<file path="src/design/blr_pkg.sv">
package blr_pkg;

  localparam int CANVAS_SIZE = 64;
  localparam int COORD_W     = $clog2(CANVAS_SIZE);
  localparam int COLOR_W     = 32;
  // decision term spans roughly -2*major .. +2*minor, plus sign and headroom
  localparam int DEC_W       = COORD_W + 4;

  localparam int IN_BITS  = 4 * COORD_W + COLOR_W;
  localparam int IN_W     = ((IN_BITS + 7) / 8) * 8;
  localparam int OUT_BITS = 2 * COORD_W + COLOR_W;
  localparam int OUT_W    = ((OUT_BITS + 7) / 8) * 8;

  typedef logic [COORD_W-1:0]        coord_t;
  typedef logic [COLOR_W-1:0]        color_t;
  typedef logic signed [DEC_W-1:0]   dec_t;

  typedef struct packed {
    logic load;
    logic step;
  } blr_cmd_t;

  typedef struct packed {
    logic last;
  } blr_stat_t;

  function automatic dec_t ext_coord(input coord_t v);
    ext_coord = dec_t'({{(DEC_W-COORD_W){1'b0}}, v});
  endfunction

endpackage

</file>
<file path="src/design/blr_ctrl.sv">
module blr_ctrl (
  input  logic              clk,
  input  logic              rst,
  input  logic              s_tvalid,
  output logic              s_tready,
  output logic              m_tvalid,
  input  logic              m_tready,
  input  blr_pkg::blr_stat_t stat,
  output blr_pkg::blr_cmd_t  cmd
);
  import blr_pkg::*;

  localparam logic ST_IDLE = 1'b0;
  localparam logic ST_RUN  = 1'b1;

  logic state;
  logic state_next;

  assign s_tready = (state == ST_IDLE);
  assign m_tvalid = (state == ST_RUN);
  assign cmd.load = s_tvalid && s_tready;
  assign cmd.step = m_tvalid && m_tready;

  always_comb begin
    state_next = state;
    case (state)
      ST_IDLE: begin
        if (cmd.load) state_next = ST_RUN;
      end
      ST_RUN: begin
        // drop back once the final pixel word is taken
        if (cmd.step && stat.last) state_next = ST_IDLE;
      end
      default: state_next = ST_IDLE;
    endcase
  end

  always_ff @(posedge clk) begin
    if (rst) begin
      state <= ST_IDLE;
    end else begin
      state <= state_next;
    end
  end

endmodule

</file>
<file path="src/design/blr_datapath.sv">
module blr_datapath (
  input  logic               clk,
  input  blr_pkg::blr_cmd_t  cmd,
  input  blr_pkg::coord_t    start_x,
  input  blr_pkg::coord_t    start_y,
  input  blr_pkg::coord_t    end_x,
  input  blr_pkg::coord_t    end_y,
  input  blr_pkg::color_t    pixel_color,
  output blr_pkg::coord_t    pixel_x,
  output blr_pkg::coord_t    pixel_y,
  output blr_pkg::color_t    out_color,
  output blr_pkg::blr_stat_t stat
);
  import blr_pkg::*;

  // walk registers
  logic   x_major;
  logic   minor_down;
  coord_t maj;
  coord_t maj_end;
  coord_t mnr;
  coord_t dmaj;
  coord_t dmin;
  dec_t   d;
  color_t color;

  // setup terms
  coord_t adx, ady;
  logic   xm_w;
  logic   swap_w;
  coord_t ax_w, ay_w, bx_w, by_w;
  coord_t maj_w, maj_end_w, mnr_w, dmaj_w, dmin_w;
  logic   down_w;
  dec_t   d_init;
  dec_t   d_step;

  always_comb begin
    adx    = (start_x > end_x) ? start_x - end_x : end_x - start_x;
    ady    = (start_y > end_y) ? start_y - end_y : end_y - start_y;
    xm_w   = (ady < adx);
    // start from the smaller coordinate along the major axis
    swap_w = xm_w ? !(start_x < end_x) : !(start_y < end_y);
    ax_w   = swap_w ? end_x : start_x;
    ay_w   = swap_w ? end_y : start_y;
    bx_w   = swap_w ? start_x : end_x;
    by_w   = swap_w ? start_y : end_y;
    if (xm_w) begin
      maj_w     = ax_w;
      maj_end_w = bx_w;
      mnr_w     = ay_w;
      down_w    = (by_w < ay_w);
      dmaj_w    = adx;
      dmin_w    = ady;
    end else begin
      maj_w     = ay_w;
      maj_end_w = by_w;
      mnr_w     = ax_w;
      down_w    = (bx_w < ax_w);
      dmaj_w    = ady;
      dmin_w    = adx;
    end
    d_init = (ext_coord(dmin_w) <<< 1) - ext_coord(dmaj_w);
    if (d > 0) begin
      d_step = d - (ext_coord(dmaj) <<< 1) + (ext_coord(dmin) <<< 1);
    end else begin
      d_step = d + (ext_coord(dmin) <<< 1);
    end
  end

  always_ff @(posedge clk) begin
    if (cmd.load) begin
      x_major    <= xm_w;
      minor_down <= down_w;
      maj        <= maj_w;
      maj_end    <= maj_end_w;
      mnr        <= mnr_w;
      dmaj       <= dmaj_w;
      dmin       <= dmin_w;
      d          <= d_init;
      color      <= pixel_color;
    end else if (cmd.step) begin
      // advance one pixel along the major axis
      maj <= maj + coord_t'(1);
      if (d > 0) begin
        mnr <= minor_down ? mnr - coord_t'(1) : mnr + coord_t'(1);
      end
      d <= d_step;
    end
  end

  assign pixel_x   = x_major ? maj : mnr;
  assign pixel_y   = x_major ? mnr : maj;
  assign out_color = color;
  assign stat.last = (maj == maj_end);

endmodule

</file>
<file path="src/design/bresenham_line_rasterizer.sv">
// Bresenham line rasterizer.
// Slave stream: one word per line command (two endpoints and a colour).
// Master stream: one word per pixel in walk order; tlast marks the final
// pixel of the line. Every command yields at least one pixel.
// The line walks along x when |dy| < |dx|, otherwise along y, always from
// the endpoint with the smaller major coordinate.
// The first pixel is offered the cycle after the command word is
// taken. Pixels then leave at one per cycle while the receiver takes them.
// The datapath sets up the command when the command word is taken; the walk
// then steps one major coordinate per cycle while the receiver takes pixels.
// A new command is taken only once the final pixel of the previous one has
// gone. When the receiver stalls, the current pixel word holds and the walk
// pauses. Reset returns the block to idle with no pixel pending; a line in
// progress is dropped.
module bresenham_line_rasterizer (
  input  logic                      clk,
  input  logic                      rst,
  input  logic                      s_tvalid,
  output logic                      s_tready,
  // start_x, start_y, end_x, end_y, pixel_color; the word has no pad bits
  input  logic [blr_pkg::IN_W-1:0]  s_tdata,
  output logic                      m_tvalid,
  input  logic                      m_tready,
  // pixel_x, pixel_y, out_color, zero pad
  output logic [blr_pkg::OUT_W-1:0] m_tdata,
  output logic                      m_tlast
);
  import blr_pkg::*;

  blr_cmd_t  cmd;
  blr_stat_t stat;
  coord_t    pixel_x, pixel_y;
  color_t    out_color;

  blr_ctrl u_ctrl (
    .clk      (clk),
    .rst      (rst),
    .s_tvalid (s_tvalid),
    .s_tready (s_tready),
    .m_tvalid (m_tvalid),
    .m_tready (m_tready),
    .stat     (stat),
    .cmd      (cmd)
  );

  blr_datapath u_datapath (
    .clk         (clk),
    .cmd         (cmd),
    .start_x     (s_tdata[COORD_W-1:0]),
    .start_y     (s_tdata[2*COORD_W-1:COORD_W]),
    .end_x       (s_tdata[3*COORD_W-1:2*COORD_W]),
    .end_y       (s_tdata[4*COORD_W-1:3*COORD_W]),
    .pixel_color (s_tdata[4*COORD_W+COLOR_W-1:4*COORD_W]),
    .pixel_x     (pixel_x),
    .pixel_y     (pixel_y),
    .out_color   (out_color),
    .stat        (stat)
  );

  assign m_tdata = OUT_W'({out_color, pixel_y, pixel_x});
  assign m_tlast = stat.last;

endmodule

</file>
<file path="config.mk">
export PLATFORM = sky130hd
export DESIGN_NAME = bresenham_line_rasterizer
export DESIGN_NICKNAME = d
export VERILOG_FILES = /design/src/design/blr_pkg.sv /design/src/design/blr_ctrl.sv /design/src/design/blr_datapath.sv /design/src/design/bresenham_line_rasterizer.sv
export SDC_FILE = /design/constraint.sdc
export NUM_CORES = 1
export LEC_CHECK = 0
export BUFFER_PORTS_ARGS = -buffer_cell sky130_fd_sc_hd__buf_4
export CAP_MARGIN = 15
export CORE_MARGIN = 2
export CORE_UTILIZATION = 40
export CTS_CLUSTER_DIAMETER = 50
export CTS_CLUSTER_SIZE = 12
export DETAILED_ROUTE_END_ITERATION = 12
export MAX_ROUTING_LAYER = met4
export RECOVER_POWER = 100
export SLEW_MARGIN = 30
export SYNTH_ARGS = -nofsm -noshare
export SYNTH_HDL_FRONTEND = slang
export SYNTH_SLANG_ARGS = --single-unit
</file>
<file path="constraint.sdc">
create_clock -name clk -period 13.05 [get_ports clk]
set_input_delay 2.61 -clock clk [delete_from_list [all_inputs] [get_ports clk]]
set_output_delay 2.61 -clock clk [all_outputs]
set_load 0.02 [all_outputs]
</file>
==> metrics.cfg <==
[critical_path]
rr_worst_depth=6
worstReg2RegStart=u_ctrl.m_tvalid
r2r_end=u_datapath.d[5]
critical_path_data_arrival_time_ns=9.21
ff2ff_setup_slack_ns=8.52
setup.worst_path.end_class=flip-flop
timing.critical_path.cells=clkbuf_1 -> inv_1 -> ha_1 -> o21ai_0 -> o21ai_0 -> nand2_1 -> mux2_1 -> o21ai_0 -> nand2_1 -> ha_1 -> nand3_1 -> o21a_1 -> nor2_1 -> clkbuf_1 -> mux2i_1 -> ha_1 -> nor2b_1 -> o21ai_0 -> a21boi_0 -> o21ai_0 -> nand2_1 -> o32ai_1 -> a211oi_1
crit_cells=23
crit_start=s_tdata[4]
critPathBufInv=3
cp_max_fo=22
cell_mode_on_critical_path=sky130_fd_sc_hd__o21ai_0
critical_path.endpoint=u_datapath.d[6]
crit_family=compound AO/OA/AOI/OAI gates
worstPathRequired_ns=13.09
critical_setup_path_class=primary input to flip-flop
critical_path.slowest_cell=sky130_fd_sc_hd__clkbuf_1
worst_path_largest_cell_delay_ns=0.88
worstSetupStartpointType=primary input

[outcome]
outcome=finished, violations left
failed_checks=max-capacitance violations, max-slew violations

[die]
rows=45
floorplan.io_pins=111
dieHeight_um=128.5
core_um2=15150
floorplan.die_area_um2=16500
die_width_um=128.5
initial_utilization_pct=40.92

[clock_network]
ctsResizeCount=0
root_buffer=sky130_fd_sc_hd__clkbuf_16
clkSinkCount=75
clock_insertion_delay_worst_skew_ns=0.33
cts_made_buffers=9
tritoncts_clock_tree=done
clock_tree.buffer_depth=2
hold_buffers=0
cts-htree-levels=3
cts.clk_slew.worst_paths_ns=0.05
postCtsSetupBuffers=0

[global_routing]
grt_start_max_net_pins=72
grt_pass1_vias=5287
grt-ovfl-total=0
grt_use_total_pct=22.43
first_pass_grt_wire_length_mm=28.19
number_of_antenna_violations_at_the_first_check_in_global_routing=0

[sta]
slew_viol_final=91
finalSetupTns_ns=0
hold_violations=0
worst_slew_margin_relative_to_its_limit_pct=-138.7
post-route-min-period_ns=9.168
rsz0062_at_grt=no
pin_slew_with_the_least_headroom_to_its_limit_ns=3.580
setup_viol_count_final=0
hold_ws_ns=0.5632
period_utilization_post_route_pct=70.26
maxClockFrequency_ghz=0.1091
clock_skew_ns=0.007348

[power_and_ir_drop]
worst_ir_drop_vdd_mv=0.09427
p_leak_nw=2.981
power_density_nw_per_um2=245.5

[placement]
finalWeightedCongestion=1.089
port-buffer-count=106
post_dp_hpwl_mm=13.73
post_dp_cell_area_um2=7128

[routing]
drt_pre_antenna_iters=5
routed-via-count=5380
initialDrtViolationCount=451
route.detailed.drc=0
drtAntennaViolNets=0
routed_via_density=5.823
finalWirelength_mm=17.69
wl_per_cell_um=19.15

[synthesis]
ys.warnings.count=0
syn_area_per_cell_um2=9.759
ys_ff_latch=75
synth-main-ff-cell=sky130_fd_sc_hd__edfxtp_1
synth_enable_flop_cells=74
mappedNetlistArea_um2=6197
post_synth_inst_count=635
seq_area_frac_synth_pct=36.18
ys_async_sr_fraction_pct=0
synth_cell_types=70

[finish]
areaGrowthSynthToFinish_pct=16.19
layout_cells_sized_above_1_pct=12.36
fin_area_um2=7201
antennaDiodeCount=0
layout.nets=859

[min_path]
worst_hold_path_type=flip-flop to flip-flop
worst_hold_path.num_cells=2

[job]
timing.max_cap.violations=2

flip-flops by register name, summed over array words and instances, names as in the netlist:
register and cells:
u_datapath.mnr 6, u_datapath.dmaj 6, u_datapath.minor_down 1, u_ctrl.m_tvalid 1
u_datapath.d 10, u_datapath.maj 6, u_datapath.out_color 32, u_datapath.dmin 6
u_datapath.x_major 1, u_datapath.maj_end 6
cells in the mapped netlist, types with 4 or more instances:
cell type	number	share of area [%]
sky130_fd_sc_hd__a2111oi_0	4	0.57
sky130_fd_sc_hd__a211oi_1	16	1.9
sky130_fd_sc_hd__a21boi_0	5	0.61
sky130_fd_sc_hd__a21o_1	5	0.61
sky130_fd_sc_hd__a21oi_1	49	4.0
sky130_fd_sc_hd__a221oi_1	10	1.4
sky130_fd_sc_hd__a31oi_1	4	0.40
sky130_fd_sc_hd__and2_1	8	0.81
sky130_fd_sc_hd__buf_2	4	0.32
sky130_fd_sc_hd__buf_4	6	0.73
sky130_fd_sc_hd__clkbuf_1	10	0.61
sky130_fd_sc_hd__edfxtp_1	74	36
sky130_fd_sc_hd__fa_1	14	4.5
sky130_fd_sc_hd__ha_1	52	10
sky130_fd_sc_hd__inv_1	78	4.7
sky130_fd_sc_hd__mux2_2	11	2.0
sky130_fd_sc_hd__mux2i_1	23	3.7
sky130_fd_sc_hd__nand2_1	35	2.1
sky130_fd_sc_hd__nand3_1	17	1.4
sky130_fd_sc_hd__nand4_1	8	0.81
sky130_fd_sc_hd__nor2_1	21	1.3
sky130_fd_sc_hd__nor2b_1	5	0.50
sky130_fd_sc_hd__nor3_1	27	2.2
sky130_fd_sc_hd__nor4_1	4	0.40
sky130_fd_sc_hd__o211ai_1	7	0.85
sky130_fd_sc_hd__o21a_1	5	0.61
sky130_fd_sc_hd__o21ai_0	32	2.6
sky130_fd_sc_hd__o31ai_1	6	0.73
sky130_fd_sc_hd__or3_1	5	0.50
sky130_fd_sc_hd__xnor2_1	22	3.1
sky130_fd_sc_hd__xor2_1	9	1.3
metal layers:
layer  up-vias  track usage, %  part of all wire, %  wire length [µm]
li1       2542               -                    -                 -
met4         0           6.335                  1.6               286
met2       254           35.95                   46              8176
met3        14           3.617                  7.7              1364
met5         -               -                    0                 0
met1      2570           29.51                   44              7865
layout by cell type (no fill, tap or decap), drive strengths merged, types with 3 or more instances in the layout:
master,n
nor2b,5
and3,3
clkbuf,93
nand2,36
a21oi,51
o21a,5
a2111o,3
nand4,8
a21boi,5
clkinv,3
o21ai,36
nor3,28
a2111oi,4
o32ai,3
ha,52
or2,3
mux2i,23
a211oi,16
fa,14
o31ai,6
conb,4
and2,11
xor2,9
a221oi,10
xnor2,22
nand3,17
o211a,3
edfxtp,74
o22ai,3
a31oi,5
buf,25
o211ai,7
nor4,4
mux2,12
a21o,5
inv,78
nor2,22
or3,5
power breakdown:
part           switching [mW]  internal (mW)  leakage, nW
logic                   0.672          0.444         2.13
registers              0.0525          0.370        0.718
clock network          0.0847          0.144        0.136
area by class of cell:
| cell class | count | area, µm² |
|---|---|---|
| clock inverter | 4 | 43.79 |
| clock buffer | 10 | 229.0 |
| sequential | 75 | 2242 |
| multi-input combinational | 461 | 3538 |
| tap | 188 | 235.2 |
| inverter | 78 | 292.8 |
| timing repair buffer | 108 | 619.3 |
| fill | 1478 | 7945 |
worst min-delay path by stage:
stage | startpoint | to | slack [ns]
2_1_floorplan | u_ctrl.m_tvalid | u_ctrl.m_tvalid | 0.61
3_3_place_gp | u_ctrl.m_tvalid | u_ctrl.m_tvalid | 0.55
3_5_place_dp | u_ctrl.m_tvalid | u_ctrl.m_tvalid | 0.56
4_1_cts | u_ctrl.m_tvalid | u_ctrl.m_tvalid | 0.57
5_1_grt | u_ctrl.m_tvalid | u_ctrl.m_tvalid | 0.60
6_report | u_ctrl.m_tvalid | u_ctrl.m_tvalid | 0.56
through the flow:
step	cells	util [%]	total power, mW	setup WS, ns
2_1_floorplan	638	-	1.254	5.348
3_3_place_gp	910	47.02	1.529	4.445
3_5_place_dp	910	47.06	1.553	4.257
4_1_cts	924	48.86	1.793	4.555
5_1_grt	924	47.54	1.925	3.285
6_report	924	47.54	1.768	3.882
logic make-up (layout without fill, tap and decap cells):
logic type / after synthesis / count (layout) / share of synthesized area (%)
AOI/OAI and AO/OA: 178 / 178 / 19.46
and+or+nand+nor: 147 / 147 / 12.07
buffers and inverters: 102 / 200 / 6.865
DFF: 75 / 75 / 36.18
adders and majority gates: 66 / 66 / 15.02
muxes: 35 / 35 / 5.956
xor gates and xnor gates: 31 / 31 / 4.381
other: 1 / 4 / 0.06051
worst register-to-register path, cell delays in order, from the launching register on:
cell and delay, ns:
sky130_fd_sc_hd__dfxtp_1 0.34, sky130_fd_sc_hd__inv_1 0.10, sky130_fd_sc_hd__nand2_1 0.44, sky130_fd_sc_hd__inv_1 0.26, sky130_fd_sc_hd__clkbuf_1 2.55, sky130_fd_sc_hd__nand2_1 0.17
sky130_fd_sc_hd__o311a_1 0.41
Note: power is estimated with default switching activity, not from simulation.
